**src/rtl/rrdr_pkg.sv**
```systemverilog
// ----------------------------------------------------------------------------
// rrdr_pkg
// Types, register indexes and reset values for the displacement relocator.
// ----------------------------------------------------------------------------
package rrdr_pkg;

    localparam int LINE_DEPTH = 7;

    typedef logic [7:0] t_byte;
    typedef logic [LINE_DEPTH-1:0][7:0] t_line;

    // register indexes on the configuration channel
    localparam logic [7:0] REG_OPCODE_FIRST  = 8'd0;
    localparam logic [7:0] REG_OPCODE_SECOND = 8'd1;
    localparam logic [7:0] REG_OPCODE_THIRD  = 8'd2;
    localparam logic [7:0] REG_TWO_BYTE_MODE = 8'd3;
    localparam logic [7:0] REG_LOAD_BASE     = 8'd4;
    localparam logic [7:0] REG_WINDOW_START  = 8'd5;
    localparam logic [7:0] REG_WINDOW_LENGTH = 8'd6;
    localparam logic [7:0] REG_DEST_START    = 8'd7;

    localparam logic [7:0]  RST_OPCODE_FIRST  = 8'h48;
    localparam logic [7:0]  RST_OPCODE_SECOND = 8'h8D;
    localparam logic [7:0]  RST_OPCODE_THIRD  = 8'h05;
    localparam logic        RST_TWO_BYTE_MODE = 1'b0;
    localparam logic [31:0] RST_LOAD_BASE     = 32'h0060_0000;
    localparam logic [31:0] RST_WINDOW_START  = 32'h0000_0000;
    localparam logic [26:0] RST_WINDOW_LENGTH = 27'd0;
    localparam logic [31:0] RST_DEST_START    = 32'h00E0_0000;

    // instruction length: opcode plus four displacement bytes
    localparam logic [2:0] NEED_TWO   = 3'd6;
    localparam logic [2:0] NEED_THREE = 3'd7;

    typedef struct packed {
        t_byte in_byte;
        logic  in_last;
    } t_in_item;

    typedef struct packed {
        t_byte out_byte;
        logic  out_last;
    } t_out_item;

    typedef struct packed {
        logic [7:0]  cfg_index;
        logic [31:0] cfg_value;
    } t_cfg_req;

    // settings as the scanner sees them, with address sums folded in
    typedef struct packed {
        t_byte       opcode_first;
        t_byte       opcode_second;
        t_byte       opcode_third;
        logic        two_byte_mode;
        logic [31:0] off_base;      // load_base - window_start + need
        logic [31:0] disp_base;     // dest_start - window_start
        logic [26:0] window_length;
    } t_scan_cfg;

    typedef struct packed {
        t_line      line;
        logic [2:0] avail;
        logic [2:0] skip;
    } t_scan_in;

    typedef struct packed {
        t_byte      head;
        t_line      line;
        logic [2:0] skip;
    } t_scan_out;

endpackage

```
**src/rtl/rrdr_chan_if.sv**
```systemverilog
// ----------------------------------------------------------------------------
// rrdr_chan_if
// Valid/ready channel carrying one request payload of type T.
// ----------------------------------------------------------------------------
interface rrdr_chan_if #(
    parameter type T = logic
);
    logic valid;
    logic ready;
    T     payload;

    modport source (output valid, output payload, input ready);
    modport sink   (input valid, input payload, output ready);
endinterface

```
**src/rtl/rrdr_scan.sv**
```systemverilog
// ----------------------------------------------------------------------------
// rrdr_scan
// Match check and displacement patch on the head of the delay line, then
// shift of the line by one byte.
// ----------------------------------------------------------------------------
module rrdr_scan #(
    parameter int POSITION_BITS = 26
) (
    input  rrdr_pkg::t_scan_cfg        i_cfg,
    input  rrdr_pkg::t_scan_in         i_scan,
    input  logic [POSITION_BITS-1:0]   i_pos,
    output rrdr_pkg::t_scan_out        o_scan
);
    import rrdr_pkg::*;

    logic [2:0]  need;
    logic        match;
    logic [31:0] disp;
    logic [31:0] offset;
    logic [31:0] patch_disp;
    logic        in_window;
    t_line       patched;

    always_comb begin
        need  = i_cfg.two_byte_mode ? NEED_TWO : NEED_THREE;
        match = (i_scan.avail >= need) &&
                (i_scan.line[0] == i_cfg.opcode_first) &&
                (i_scan.line[1] == i_cfg.opcode_second) &&
                (i_cfg.two_byte_mode || (i_scan.line[2] == i_cfg.opcode_third));

        if (i_cfg.two_byte_mode) begin
            disp = {i_scan.line[5], i_scan.line[4], i_scan.line[3], i_scan.line[2]};
        end else begin
            disp = {i_scan.line[6], i_scan.line[5], i_scan.line[4], i_scan.line[3]};
        end

        // target - window_start, with the constant part precomputed
        offset    = i_cfg.off_base + 32'(i_pos) + disp;
        in_window = offset < {5'd0, i_cfg.window_length};
        // dest + offset - next reduces to this
        patch_disp = i_cfg.disp_base + disp;

        patched = i_scan.line;
        if ((i_scan.skip == 3'd0) && match && in_window) begin
            if (i_cfg.two_byte_mode) begin
                patched[2] = patch_disp[7:0];
                patched[3] = patch_disp[15:8];
                patched[4] = patch_disp[23:16];
                patched[5] = patch_disp[31:24];
            end else begin
                patched[3] = patch_disp[7:0];
                patched[4] = patch_disp[15:8];
                patched[5] = patch_disp[23:16];
                patched[6] = patch_disp[31:24];
            end
        end

        if (i_scan.skip != 3'd0) begin
            o_scan.skip = i_scan.skip - 3'd1;
        end else if (match) begin
            o_scan.skip = need - 3'd1;
        end else begin
            o_scan.skip = 3'd0;
        end

        o_scan.head = i_scan.line[0];
        for (int k = 0; k < LINE_DEPTH - 1; k++) begin
            o_scan.line[k] = patched[k+1];
        end
        o_scan.line[LINE_DEPTH-1] = 8'd0;
    end

endmodule

```
**src/rtl/rip_relative_displacement_relocator_unit.sv**
```systemverilog
// ----------------------------------------------------------------------------
// rip_relative_displacement_relocator_unit
// Byte stream relocator: rewrites 32-bit relative displacements after a
// configured opcode when their target falls in the moved window.
// ----------------------------------------------------------------------------
//  channel  | dir | payload                     | request moves
//  ---------+-----+-----------------------------+---------------------------
//  i_in     | in  | in_byte[7:0], in_last       | one stream byte
//  o_out    | out | out_byte[7:0], out_last     | one stream byte
//  i_cfg    | in  | cfg_index[7:0], cfg_value   | one register write
//
//  Sustained rate is one byte per cycle while the output is not stalled; the
//  first byte leaves once seven are held in the delay line, and the head check
//  sits between line and output register. A request with in_last drains the
//  line at one byte per cycle while the output is taken, with i_in held off until it is empty.
//  A stalled output register is refilled in the same cycle it is taken.
//  Synchronous reset clears the line, skip count and position, and restores the settings to their reset values.
// ----------------------------------------------------------------------------
module rip_relative_displacement_relocator_unit #(
    parameter int POSITION_BITS = 26
) (
    input  logic               i_clk,
    input  logic               i_rst_n,
    rrdr_chan_if.sink          i_in,
    rrdr_chan_if.source        o_out,
    rrdr_chan_if.sink          i_cfg
);
    import rrdr_pkg::*;

    // settings
    t_byte       r_opc_first,  n_opc_first;
    t_byte       r_opc_second, n_opc_second;
    t_byte       r_opc_third,  n_opc_third;
    logic        r_two_byte,   n_two_byte;
    logic [31:0] r_load_base,  n_load_base;
    logic [31:0] r_win_start,  n_win_start;
    logic [26:0] r_win_len,    n_win_len;
    logic [31:0] r_dest_start, n_dest_start;
    logic [31:0] r_off_base,   n_off_base;
    logic [31:0] r_disp_base,  n_disp_base;

    // line state
    t_line                    r_line,  n_line;
    logic [2:0]               r_count, n_count;
    logic [2:0]               r_skip,  n_skip;
    logic [POSITION_BITS-1:0] r_pos,   n_pos;
    logic                     r_drain, n_drain;

    // output register
    logic  r_out_valid, n_out_valid;
    t_byte r_out_byte,  n_out_byte;
    logic  r_out_last,  n_out_last;

    t_scan_cfg  scan_cfg;
    t_scan_in   scan_in;
    t_scan_out  scan_out;
    logic       out_free;
    logic       emit_go;
    logic       in_go;
    logic       drain_end;
    logic [2:0] count_after;
    t_in_item   in_item;
    t_cfg_req   cfg_req;

    assign in_item = i_in.payload;
    assign cfg_req = i_cfg.payload;

    // ---------------- configuration ----------------
    assign i_cfg.ready = 1'b1;

    always_comb begin
        n_opc_first  = r_opc_first;
        n_opc_second = r_opc_second;
        n_opc_third  = r_opc_third;
        n_two_byte   = r_two_byte;
        n_load_base  = r_load_base;
        n_win_start  = r_win_start;
        n_win_len    = r_win_len;
        n_dest_start = r_dest_start;
        if (i_cfg.valid) begin
            case (cfg_req.cfg_index)
                REG_OPCODE_FIRST:  n_opc_first  = cfg_req.cfg_value[7:0];
                REG_OPCODE_SECOND: n_opc_second = cfg_req.cfg_value[7:0];
                REG_OPCODE_THIRD:  n_opc_third  = cfg_req.cfg_value[7:0];
                REG_TWO_BYTE_MODE: n_two_byte   = cfg_req.cfg_value[0];
                REG_LOAD_BASE:     n_load_base  = cfg_req.cfg_value;
                REG_WINDOW_START:  n_win_start  = cfg_req.cfg_value;
                REG_WINDOW_LENGTH: n_win_len    = cfg_req.cfg_value[26:0];
                REG_DEST_START:    n_dest_start = cfg_req.cfg_value;
                default: ;
            endcase
        end
        // folded sums follow the new values so they are ready on the next edge
        n_off_base  = n_load_base - n_win_start +
                      {29'd0, (n_two_byte ? NEED_TWO : NEED_THREE)};
        n_disp_base = n_dest_start - n_win_start;
    end

    always_ff @(posedge i_clk) begin
        if (!i_rst_n) begin
            r_opc_first  <= RST_OPCODE_FIRST;
            r_opc_second <= RST_OPCODE_SECOND;
            r_opc_third  <= RST_OPCODE_THIRD;
            r_two_byte   <= RST_TWO_BYTE_MODE;
            r_load_base  <= RST_LOAD_BASE;
            r_win_start  <= RST_WINDOW_START;
            r_win_len    <= RST_WINDOW_LENGTH;
            r_dest_start <= RST_DEST_START;
            r_off_base   <= RST_LOAD_BASE - RST_WINDOW_START + {29'd0, NEED_THREE};
            r_disp_base  <= RST_DEST_START - RST_WINDOW_START;
        end else begin
            r_opc_first  <= n_opc_first;
            r_opc_second <= n_opc_second;
            r_opc_third  <= n_opc_third;
            r_two_byte   <= n_two_byte;
            r_load_base  <= n_load_base;
            r_win_start  <= n_win_start;
            r_win_len    <= n_win_len;
            r_dest_start <= n_dest_start;
            r_off_base   <= n_off_base;
            r_disp_base  <= n_disp_base;
        end
    end

    // ---------------- head check ----------------
    always_comb begin
        scan_cfg.opcode_first  = r_opc_first;
        scan_cfg.opcode_second = r_opc_second;
        scan_cfg.opcode_third  = r_opc_third;
        scan_cfg.two_byte_mode = r_two_byte;
        scan_cfg.off_base      = r_off_base;
        scan_cfg.disp_base     = r_disp_base;
        scan_cfg.window_length = r_win_len;
        scan_in.line  = r_line;
        scan_in.avail = r_count;
        scan_in.skip  = r_skip;
    end

    rrdr_scan #(
        .POSITION_BITS (POSITION_BITS)
    ) u_scan (
        .i_cfg  (scan_cfg),
        .i_scan (scan_in),
        .i_pos  (r_pos),
        .o_scan (scan_out)
    );

    // ---------------- line and output control ----------------
    assign out_free  = !r_out_valid || o_out.ready;
    assign emit_go   = out_free && (r_drain ? (r_count != 3'd0)
                                            : (r_count == 3'(LINE_DEPTH)));
    assign drain_end = emit_go && r_drain && (r_count == 3'd1);
    assign i_in.ready = !r_drain && ((r_count != 3'(LINE_DEPTH)) || emit_go);
    assign in_go     = i_in.valid && i_in.ready;
    assign count_after = r_count - {2'd0, emit_go};

    always_comb begin
        n_line  = emit_go ? scan_out.line : r_line;
        n_count = count_after;
        n_skip  = emit_go ? scan_out.skip : r_skip;
        n_pos   = emit_go ? (r_pos + 1'b1) : r_pos;
        n_drain = r_drain;

        if (in_go) begin
            for (int k = 0; k < LINE_DEPTH; k++) begin
                if (3'(k) == count_after) begin
                    n_line[k] = in_item.in_byte;
                end
            end
            n_count = count_after + 3'd1;
            if (in_item.in_last) begin
                n_drain = 1'b1;
            end
        end

        // end of stream: back to the reset state
        if (drain_end) begin
            n_line  = '0;
            n_count = 3'd0;
            n_skip  = 3'd0;
            n_pos   = '0;
            n_drain = 1'b0;
        end

        n_out_valid = r_out_valid;
        n_out_byte  = r_out_byte;
        n_out_last  = r_out_last;
        if (emit_go) begin
            n_out_valid = 1'b1;
            n_out_byte  = scan_out.head;
            n_out_last  = drain_end;
        end else if (o_out.ready) begin
            n_out_valid = 1'b0;
        end
    end

    always_ff @(posedge i_clk) begin
        if (!i_rst_n) begin
            r_line      <= '0;
            r_count     <= 3'd0;
            r_skip      <= 3'd0;
            r_pos       <= '0;
            r_drain     <= 1'b0;
            r_out_valid <= 1'b0;
        end else begin
            r_line      <= n_line;
            r_count     <= n_count;
            r_skip      <= n_skip;
            r_pos       <= n_pos;
            r_drain     <= n_drain;
            r_out_valid <= n_out_valid;
        end
    end

    always_ff @(posedge i_clk) begin
        r_out_byte <= n_out_byte;
        r_out_last <= n_out_last;
    end

    assign o_out.valid            = r_out_valid;
    assign o_out.payload.out_byte = r_out_byte;
    assign o_out.payload.out_last = r_out_last;

`ifndef NO_ASSERTIONS
    // a drain always has bytes left to send
    a_drain_nonempty: assert property (@(posedge i_clk) disable iff (!i_rst_n)
        r_drain |-> (r_count != 3'd0))
        else $error("drain with empty line");

    // the final byte leaves the line empty and ready for a new stream
    a_drain_clears: assert property (@(posedge i_clk) disable iff (!i_rst_n)
        drain_end |=> ((r_count == 3'd0) && !r_drain && r_out_valid && r_out_last))
        else $error("line not cleared after final byte");

    // skip never runs past one instruction
    a_skip_bound: assert property (@(posedge i_clk) disable iff (!i_rst_n)
        r_skip <= 3'd6)
        else $error("skip count out of range");

    // an empty line carries no scan state from an earlier stream
    a_empty_state: assert property (@(posedge i_clk) disable iff (!i_rst_n)
        (r_count == 3'd0) |-> ((r_skip == 3'd0) && (r_pos == '0)))
        else $error("stale scan state on empty line");
`endif

endmodule

```
**src/flat_wrapper.sv**
```systemverilog
// flat-port wrapper written by rule: the top's interface ports become plain ports
module rip_relative_displacement_relocator_unit_flat import rrdr_pkg::*;
#(
    parameter int POSITION_BITS = 26
)
  (i_clk, i_rst_n, i_in_valid, i_in_payload, i_in_ready, o_out_valid, o_out_payload, o_out_ready, i_cfg_valid, i_cfg_payload, i_cfg_ready);
  rrdr_chan_if #(.T(t_in_item)) i_in_i ();
  rrdr_chan_if #(.T(t_out_item)) o_out_i ();
  rrdr_chan_if #(.T(t_cfg_req)) i_cfg_i ();
  input  logic i_clk;
  input  logic i_rst_n;
  input wire logic [$bits(i_in_i.valid)-1:0] i_in_valid;
  input wire logic [$bits(i_in_i.payload)-1:0] i_in_payload;
  output wire logic [$bits(i_in_i.ready)-1:0] i_in_ready;
  output wire logic [$bits(o_out_i.valid)-1:0] o_out_valid;
  output wire logic [$bits(o_out_i.payload)-1:0] o_out_payload;
  input wire logic [$bits(o_out_i.ready)-1:0] o_out_ready;
  input wire logic [$bits(i_cfg_i.valid)-1:0] i_cfg_valid;
  input wire logic [$bits(i_cfg_i.payload)-1:0] i_cfg_payload;
  output wire logic [$bits(i_cfg_i.ready)-1:0] i_cfg_ready;
  assign i_in_i.valid = i_in_valid;
  assign i_in_i.payload = i_in_payload;
  assign i_in_ready = i_in_i.ready;
  assign o_out_valid = o_out_i.valid;
  assign o_out_payload = o_out_i.payload;
  assign o_out_i.ready = o_out_ready;
  assign i_cfg_i.valid = i_cfg_valid;
  assign i_cfg_i.payload = i_cfg_payload;
  assign i_cfg_ready = i_cfg_i.ready;
  rip_relative_displacement_relocator_unit #(.POSITION_BITS(POSITION_BITS)) u_core (.i_clk(i_clk), .i_rst_n(i_rst_n), .i_in(i_in_i), .o_out(o_out_i), .i_cfg(i_cfg_i));
endmodule
```
**config.mk**
```make
export PLATFORM = sky130hd
export DESIGN_NAME = rip_relative_displacement_relocator_unit_flat
export DESIGN_NICKNAME = d
export VERILOG_FILES = /design/src/rtl/rrdr_pkg.sv /design/src/rtl/rrdr_chan_if.sv /design/src/rtl/rrdr_scan.sv /design/src/rtl/rip_relative_displacement_relocator_unit.sv /design/src/flat_wrapper.sv
export SDC_FILE = /design/constraint.sdc
export NUM_CORES = 1
export LEC_CHECK = 0
export ABC_AREA = 0
export BUFFER_PORTS_ARGS = -buffer_cell sky130_fd_sc_hd__buf_2
export CORE_ASPECT_RATIO = 1.75
export CORE_MARGIN = 4
export CORE_UTILIZATION = 35
export DETAILED_ROUTE_END_ITERATION = 6
export PLACE_DENSITY = 0.51
export SYNTH_ARGS = -nofsm -noshare
export SYNTH_HDL_FRONTEND = slang
export SYNTH_SLANG_ARGS = --single-unit
```
**constraint.sdc**
```tcl
create_clock -name i_clk -period 12.6 [get_ports i_clk]
set_clock_uncertainty 0.05 [all_clocks]
set_input_delay 3.78 -clock i_clk [delete_from_list [all_inputs] [get_ports i_clk]]
set_output_delay 3.78 -clock i_clk [all_outputs]
set_load 0.05 [all_outputs]
```
==> impl_metrics.toml, run 1 <==
[outcome]
outcome = "finished clean"

[pwr]
switching_share_pct = 29.31
pwr-share-clk_pct = 40.8
seqPwrFrac_pct = 42.9
p_switching_mw = 0.7209
total_power_mw = 2.460
p_leak_nw = 9.928
ir_drop_uv = 67.22
power_density_nw_per_um2 = 107.6
intPower_mw = 1.739
p_comb_share_pct = 16.3

[critical_path]
path_class = "primary input to flop"
crit_start = "i_cfg_payload[37]"
r2r-end = "u_core.r_line[45]"
timing.critical_path.mode_cell = "o211ai_1"
startpoint_type = "primary input"
endpoint = "u_core.r_disp_base[27]"
ff2ff_path_depth = 25
crit_family = "compound AO/OA/AOI/OAI gates"
worstReg2RegStart = "u_core.r_two_byte"
path_buf_inv = 2
crit_path_top_delay_cell = "o41ai_1"
cp_cell_sequence = "buf_2, nor4_1, nand3_1, or2_2, mux2i_1, inv_1, ha_1, nor2b_1, o21ai_0, a21oi_1, o41ai_1, o21ai_1, a221oi_1, o21a_1, o211ai_1, a2111o_1, o211ai_1"
crit_path_max_fanout = 32
r2r_slack_ns = 3.91
arrival_ns = 9.40
end_kind = "flop"
crit_path_max_incr_delay_ns = 0.85
cp_data_required_time_ns = 13.01
cp.depth = 17

[sta]
period_minus_slack_ns = 8.989
worst_pin_slew_ns = 1.186
rsz0062_at_grt = "no"
hold_viol_final = 0
min_period_over_period_pct = 71.34
setup_viol = 0
max_slew_margin_pct = 19.90
slew_viol_final = 0
setup_tns_ns = 0
clock.fmax_ghz = 0.1112

[layout]
drive_above_1_share_pct = 9.171
area_growth_pct = 10.14
fin_nets = 2766
antenna_cells = 0

[floorplan]
num_rows = 117
initial_utilization_pct = 35.52
die_y_um = 330.1
die_area_um2 = 63390
fp.dieW_um = 192.0
io_pins = 66
fp.coreArea_um2 = 58410

[global_routing]
globalRouteOverflowTotal = 0
antenna_found_initial = 1
grt_pass1_vias = 18060
grt_use_total_pct = 20.16
grt_pass1_wl_mm = 100.7
grt_max_degree = 90

[clock_tree]
cts.sinks = 311
clk_latency_ns = 0.55
hold_buffers = 0
htree_levels = 2
post_cts_resized = 0
cts_buffers = 34
clk_pin_slew_ns = 0.06
cts_tree = "done"
post-cts-setup-buffers = 0
clockBufferDepth = 3
cts-root-buf = "clkbuf_16"

[place]
io_buffer_count = 64
hpwlAfterDp_mm = 50.74
gp_congestion = 0.9056

[synth]
synth_top_flop_cell = "dfxtp_1"
yosys-mux-area-fraction_pct = 7.882
yosys.area.top_type = "dfxtp_1"
synth.most_common_cell = "nand2_1"
synth_common_cells = "nand2_1, dfxtp_1, nor2_1"
synth-simple-area-share_pct = 20.86
ys_warn_count = 0
synth_top_family_by_area = "simple AND/OR/NAND/NOR gates"
synth_cell_types = 81
synthAdderAreaFrac_pct = 14.71
async_reset_ff_share_pct = 0
seq_area_frac_synth_pct = 30.44
synth_compound_area_share_pct = 16.84
ys_ff_latch = 311
synthDominantCellAreaShare_pct = 29.14
syn-num-nets = 2755
synth-xor-area-share_pct = 5.741
synthCells = 2475
synthTopCellsByArea = "dfxtp_1, ha_1, nand2_1"
synth_edf_count = 9
synth_area_um2 = 20750
avgSynthCellArea_um2 = 8.383

[drt]
avgRoutedWirePerCell_um = 19.71
remaining_drc_errors = 0
ant_nets = 0
vias_per_cell = 5.400
drt-pass1-iter-count = 7
wl_mm = 64.68
routed-via-count = 17720
drt_iter0_drc = 1102

[hold_path]
hold_class = "flop to flop"

[run]
max_cap_violations = 0
state kept, by name, indices dropped and copies added (netlist names):
name	cells
u_core.r_win_start	32
u_core.r_line	56
u_core.r_dest_start	32
u_core.o_out.valid	1
u_core.r_skip	3
u_core.r_out_last	1
u_core.r_load_base	32
u_core.r_opc_first	8
u_core.r_drain	1
u_core.r_opc_third	8
u_core.r_opc_second	8
u_core.r_off_base	32
u_core.r_disp_base	32
u_core.r_win_len	27
u_core.r_count	3
u_core.r_pos	26
u_core.r_two_byte	1
u_core.r_out_byte	8
power groups by stage:
stage | logic (mW) | registers, mW | clock network (mW)
5_1_grt | 0.448 | 1.06 | 1.07
6_report | 0.401 | 1.05 | 1.00
4_1_cts | 0.404 | 1.05 | 1.04
2_1_floorplan | 0.280 | 1.06 | 0
3_3_place_gp | 0.397 | 1.07 | 0
3_5_place_dp | 0.402 | 1.08 | 0
metrics by stage:
step | util, % | instances | cell area, µm² | setup slack [ns] | hold WS (ns)
after floorplan | - | 2475 | 20750 | 3.974 | 0.3836
after global placement | 37.25 | 3223 | 21760 | 3.068 | 0.3910
after detailed placement | 37.25 | 3223 | 21760 | 3.000 | 0.3973
after CTS | 39.12 | 3281 | 22850 | 3.541 | 0.4066
after global routing | 39.12 | 3281 | 22850 | 3.124 | 0.4289
final | 39.12 | 3281 | 22850 | 3.611 | 0.4043
cell usage in the layout, fill, tap and decap left out, types with 61 or more instances in the layout:
master and n:
a21oi_1 164, and2_1 72, buf_2 63, dfxtp_1 301, ha_1 196, inv_1 78, mux2i_1 97, nand2_1 304
nand3_1 68, nor2_1 228, o21ai_0 101, xnor2_1 75, xor2_1 61
cell families (layout without fill, tap and decap cells):
kind of cell / after synthesis / count (layout)
other: 1 / 1
adders and majority gates: 226 / 226
DFF: 311 / 311
AOI/OAI and AO/OA: 543 / 543
muxes: 156 / 156
and+or+nand+nor: 916 / 916
buffers and inverters: 186 / 219
xor gates and xnor gates: 136 / 136
per-layer routing:
| layer | wire length [µm] | up-vias | global-route usage, % |
|---|---|---|---|
| met5 | 0 | - | 0 |
| met4 | 3697 | 0 | 10.10 |
| met3 | 2102 | 138 | 2.062 |
| met2 | 33200 | 389 | 37.57 |
| met1 | 25680 | 8391 | 22.48 |
| li1 | - | 8801 | - |
worst min-delay path by stage:
stage                               from                    to  slack [ns]  cells past startpoint
global placement     u_core.r_win_len[0]   u_core.r_win_len[0]        0.39                      2
global route        u_core.r_win_len[18]  u_core.r_win_len[18]        0.43                      2
finish              u_core.r_win_len[13]  u_core.r_win_len[13]        0.40                      2
floorplan            u_core.r_win_len[0]   u_core.r_win_len[0]        0.38                      2
CTS                 u_core.r_win_len[16]  u_core.r_win_len[16]        0.41                      2
detailed placement  u_core.r_win_len[16]  u_core.r_win_len[16]        0.40                      2
worst register-to-register path, delay by kind of cell, from the launching register on:
family                   cells  cell delay, ns
AO/OA/AOI/OAI               12            3.81
AND/OR/NAND/NOR              6            1.61
adder cells (fa/ha/maj)      3            1.14
multiplexers                 2            0.92
buffers and inverters        1            0.59
flip-flops                   1            0.35
XOR/XNOR                     1            0.14
layout make-up:
class	count	area (µm²)
fillers	5939	35560
multi-input cells	1978	13720
flip-flops and latches	311	6317
clock buffers	46	987.2
well taps	773	967.2
repair buffers	80	442.9
inverters	81	306.5
clock inverters	12	108.9
(Power assumes the default switching activity.)
==> inputs of run 2 (changes only) <==
Clock period 12.6 ns to 8.6 ns, I/O delays scaled along.
==> impl_metrics.toml, run 2 (same netlist as run 1, synthesis figures left out) <==
[outcome]
outcome = "complete, but fails checks"
violations = "DRC"

[sta]
setup_viol = 0
period_minus_slack_ns = 7.444
slew_viol_final = 0
clock.fmax_ghz = 0.1343
worst_pin_slew_ns = 1.068
rsz0062_at_grt = "no"
hold_viol_final = 0
fin_hold_ws_ns = 0.4028
max_slew_margin_pct = 27.91
min_period_over_period_pct = 86.56
setup_tns_ns = 0

[clock_tree]
cts_tree = "done"
cts-root-buf = "clkbuf_16"
clockBufferDepth = 3
hold_buffers = 0
cts.sinks = 311
post-cts-setup-buffers = 0
post_cts_resized = 0
htree_levels = 2
clk_latency_ns = 0.54
clk_pin_slew_ns = 0.06
cts_buffers = 34

[drt]
drt_iter0_drc = 1018
ant_nets = 0
routed-via-count = 17840
drt-pass1-iter-count = 7
remaining_drc_errors = 1
avgRoutedWirePerCell_um = 19.95
wl_mm = 65.57
vias_per_cell = 5.427

[critical_path]
r2r_slack_ns = 1.16
path_buf_inv = 3
startpoint_type = "primary input"
cp_cell_sequence = "buf_2, nor4_1, nand3_1, nor2_1, nand2_2, buf_4, mux2i_1, inv_1, ha_1, fa_1, nor2b_1, o21a_1, o21ai_0, a21oi_1, o2111ai_1, a21oi_1, o2111ai_1, a21boi_0, mux2i_1, nand4_1"
end_kind = "flop"
crit_family = "compound AO/OA/AOI/OAI gates"
arrival_ns = 7.80
worstReg2RegStart = "u_core.r_two_byte"
crit_path_top_delay_cell = "a21oi_1"
cp_data_required_time_ns = 8.96
ff2ff_path_depth = 26
path_class = "primary input to flop"
crit_path_max_fanout = 33
r2r-end = "u_core.r_line[33]"
crit_path_max_incr_delay_ns = 0.53

[global_routing]
grt_max_degree = 93
grt_use_total_pct = 20.53
grt_pass1_wl_mm = 102.2
globalRouteOverflowTotal = 0
grt_pass1_vias = 18080
antenna_found_initial = 1

[floorplan]
fp.coreArea_um2 = 58410
io_pins = 66
die_area_um2 = 63390
initial_utilization_pct = 35.52
die_y_um = 330.1
fp.dieW_um = 192.0
num_rows = 117

[layout]
fin_nets = 2772
largest_register_ffs = 56
area_growth_pct = 10.46
final_cell_mix = "nand2_1, dfxtp_1, nor2_1"
final_cell_count_no_fill = 3287
final_area_um2 = 22920
final_common_cell = "nand2_1"
antenna_cells = 0
regMostFlops = "u_core.r_line"
drive_above_1_share_pct = 9.308

[place]
hpwlAfterDp_mm = 51.96
dpl_cell_area_um2 = 21800
io_buffer_count = 64
gp_congestion = 0.9003
dp.cells = 3229

[pwr]
power_density_nw_per_um2 = 159.3
ir_drop_uv = 96.03
p_leak_nw = 9.968

[hold_path]
holdPathEnd = "u_core.r_win_len[15]"
whs_path_depth = 2
min-delay-start = "u_core.r_win_len[15]"
hold_class = "flop to flop"

[run]
max_cap_violations = 0
-- run 2: cell count changes in the layout (fill, tap and decap cells not counted), sizes merged --
cell,before,now
clkinv,8,7
buf,80,86
bufinv,1,3
clkbuf,46,47
clkinvlp,2,1
inv,82,81
-- run 2: stage by stage --
step	total power, mW	worst slack [ns]	util, %
final	3.651	1.156	39.24
after global routing	3.813	0.5755	39.24
after CTS	3.702	1.176	39.24
after detailed placement	2.171	0.7275	37.32
after global placement	2.164	0.8817	37.32
after floorplan	1.969	1.644	-
-- run 2: cell type report --
class                           count  area [µm²]
Inverter                           81       306.5
Tap cell                          773       967.2
Timing Repair Buffer               86       488.0
Multi-Input combinational cell   1978       13720
Clock buffer                       47       969.7
Sequential cell                   311        6317
Fill cell                        5940       35490
Clock inverter                     11       147.6
-- run 2: worst max path at each step --
stage | endpoint | depth (start not counted) | start
floorplan | u_core.r_line[45] | 28 | u_core.r_two_byte
global placement | u_core.r_disp_base[27] | 18 | i_cfg_payload[37]
detailed placement | u_core.r_off_base[28] | 20 | i_cfg_payload[37]
CTS | u_core.r_line[33] | 26 | u_core.r_two_byte
global route | u_core.r_line[40] | 24 | u_core.r_two_byte
finish | u_core.r_off_base[28] | 20 | i_cfg_payload[37]
-- run 2: power by group --
group	total (mW)	internal [mW]	switching (mW)
combinational	0.595	0.216	0.379
sequential	1.54	1.49	0.0514
clock	1.51	0.880	0.630
-- run 2: per-layer routing --
layer	routed length (µm)	up-vias	track usage [%]
li1	-	8818	-
met1	25250	8448	22.59
met2	34230	410	38.63
met3	2300	161	2.083
met4	3783	0	10.33
met5	0	-	0
-- run 2: worst register-to-register path: stages (launching register included) --
cell and delay (ns):
dfxtp_2 0.57, buf_4 0.36, mux2_2 0.42, fa_1 0.48, ha_1 0.38, a21o_1 0.20
a21oi_1 0.19, o21ai_0 0.28, o31a_1 0.35, o21a_1 0.19, o21ai_0 0.17, nand2b_1 0.12
a21o_1 0.19, a21oi_1 0.18, xnor2_1 0.14, ha_1 0.26, nand4_1 0.10, nor4_1 0.08
a221oi_1 0.25, buf_4 0.19, o211ai_1 0.08, nor4b_1 0.30, nand4b_1 0.19, a2111o_1 0.56
nor2_4 0.46, mux2i_1 0.17, a2111oi_2 0.41
==> inputs of run 3 (changes only) <==
Clock period 8.6 ns to 9.49 ns, I/O delays scaled along.
==> impl_metrics.toml, run 3 (same netlist as run 1, synthesis figures left out) <==
[outcome]
outcome = "finished clean"

[hold_path]
hold_class = "flop to flop"

[sta]
rsz0062_at_grt = "no"
worst_pin_slew_ns = 1.225
period_minus_slack_ns = 7.972
setup_viol = 0
fin_hold_ws_ns = 0.4025
max_slew_margin_pct = 17.32
slew_viol_final = 0
hold_viol_final = 0
clock.fmax_ghz = 0.1254
setup_tns_ns = 0
min_period_over_period_pct = 84.01

[place]
hpwlAfterDp_mm = 51.12
dpl_cell_area_um2 = 21790
gp_congestion = 0.9021
io_buffer_count = 64

[floorplan]
num_rows = 117
fp.coreArea_um2 = 58410
die_y_um = 330.1
io_pins = 66
fp.dieW_um = 192.0
die_area_um2 = 63390
initial_utilization_pct = 35.52

[critical_path]
path_class = "flop to flop"
startpoint_type = "flop"
end_kind = "flop"
cp_data_required_time_ns = 9.89
crit_path_max_fanout = 21
crit_path_max_incr_delay_ns = 0.59
crit_path_top_delay_cell = "a2111o_1"
arrival_ns = 8.38

[pwr]
total_power_mw = 3.326
power_density_nw_per_um2 = 145.2
p_leak_nw = 9.962
ir_drop_uv = 96.75

[run]
max_cap_violations = 0

[global_routing]
grt_use_total_pct = 20.39
globalRouteOverflowTotal = 0
grt_max_degree = 90
grt_pass1_vias = 18250
grt_pass1_wl_mm = 101.9
antenna_found_initial = 0

[clock_tree]
post_cts_resized = 0
cts.sinks = 311
hold_buffers = 0
htree_levels = 2
clk_pin_slew_ns = 0.06
cts_buffers = 34
cts_tree = "done"
cts-root-buf = "clkbuf_16"
clockBufferDepth = 3
post-cts-setup-buffers = 0
clk_latency_ns = 0.55

[layout]
final_common_cell = "nand2_1"
fillerInstances = 5943
drive_above_1_share_pct = 9.312
final_cell_mix = "nand2_1, dfxtp_1, nor2_1"
antenna_cells = 0
area_growth_pct = 10.43
largest_register_ffs = 56
regMostFlops = "u_core.r_line"
final_area_um2 = 22910
fin_nets = 2770

[drt]
remaining_drc_errors = 0
wl_mm = 65.31
routed-via-count = 17820
avgRoutedWirePerCell_um = 19.87
vias_per_cell = 5.423
drt_iter0_drc = 914
ant_nets = 0
drt-pass1-iter-count = 5
[run 3: cell types whose count changed in the layout (fill, tap and decap cells not counted), sizes merged]
| cell | delta |
|---|---|
| buf | -2 |
| bufinv | +1 |
| clkbuf | -6 |
| clkinv | +4 |
| clkinvlp | +1 |
| inv | +1 |
[run 3: path summary, 6_finish.rpt]
check / startpoint / to / slack (ns) / depth (start not counted)
max: u_core.r_two_byte / u_core.r_line[45] / 1.52 / 26
min: u_core.r_win_len[21] / u_core.r_win_len[21] / 0.40 / 2
max reg2reg: u_core.r_two_byte / u_core.r_line[45] / 1.52 / 26
min reg2reg: u_core.r_win_len[21] / u_core.r_win_len[21] / 0.40 / 2
[run 3: area by class of cell]
type / instances / area (µm²) / area share [%]
clock buffer: 41 / 917.1 / 4.003
clock inverter: 18 / 207.7 / 0.9066
inverter: 81 / 306.5 / 1.338
multi-input combinational: 1978 / 13720 / 59.89
sequential: 311 / 6317 / 27.57
tap: 773 / 967.2 / 4.222
timing repair buffer: 84 / 473.0 / 2.064
[run 3: report_power, final]
part           switching (mW)  internal [mW]  total [mW]
clock                   0.588          0.801        1.39
combinational           0.341          0.196       0.537
sequential             0.0467           1.35        1.40
total                   0.976           2.35        3.33
[run 3: metal layers]
| layer | part of all wire [%] | up-vias | routed length (µm) | GRT usage (%) |
|---|---|---|---|---|
| li1 | - | 8805 | - | - |
| met1 | 39 | 8425 | 25600 | 22.61 |
| met2 | 51 | 430 | 33330 | 37.62 |
| met3 | 3.2 | 160 | 2066 | 1.945 |
| met4 | 6.6 | 0 | 4309 | 11.51 |
| met5 | 0 | - | 0 | 0 |
[run 3: critical path: cells and delay by family, from the launching register on]
| family | cells | cell delay (ns) |
|---|---|---|
| buffers and inverters | 2 | 0.59 |
| xor gates and xnor gates | 1 | 0.15 |
| and+or+nand+nor | 5 | 1.14 |
| muxes | 2 | 0.83 |
| DFF | 1 | 0.54 |
| adders and majority gates | 3 | 1.12 |
| AOI/OAI and AO/OA | 13 | 3.44 |
[run 3: per-stage QoR]
| step | setup slack, ns | util [%] | cells |
|---|---|---|---|
| finish | 1.518 | 39.22 | 3286 |
| global route | 1.249 | 39.22 | 3286 |
| CTS | 1.513 | 39.22 | 3286 |
| detailed placement | 1.166 | 37.30 | 3227 |
| global placement | 1.242 | 37.30 | 3227 |
| floorplan | 2.281 | - | 2475 |
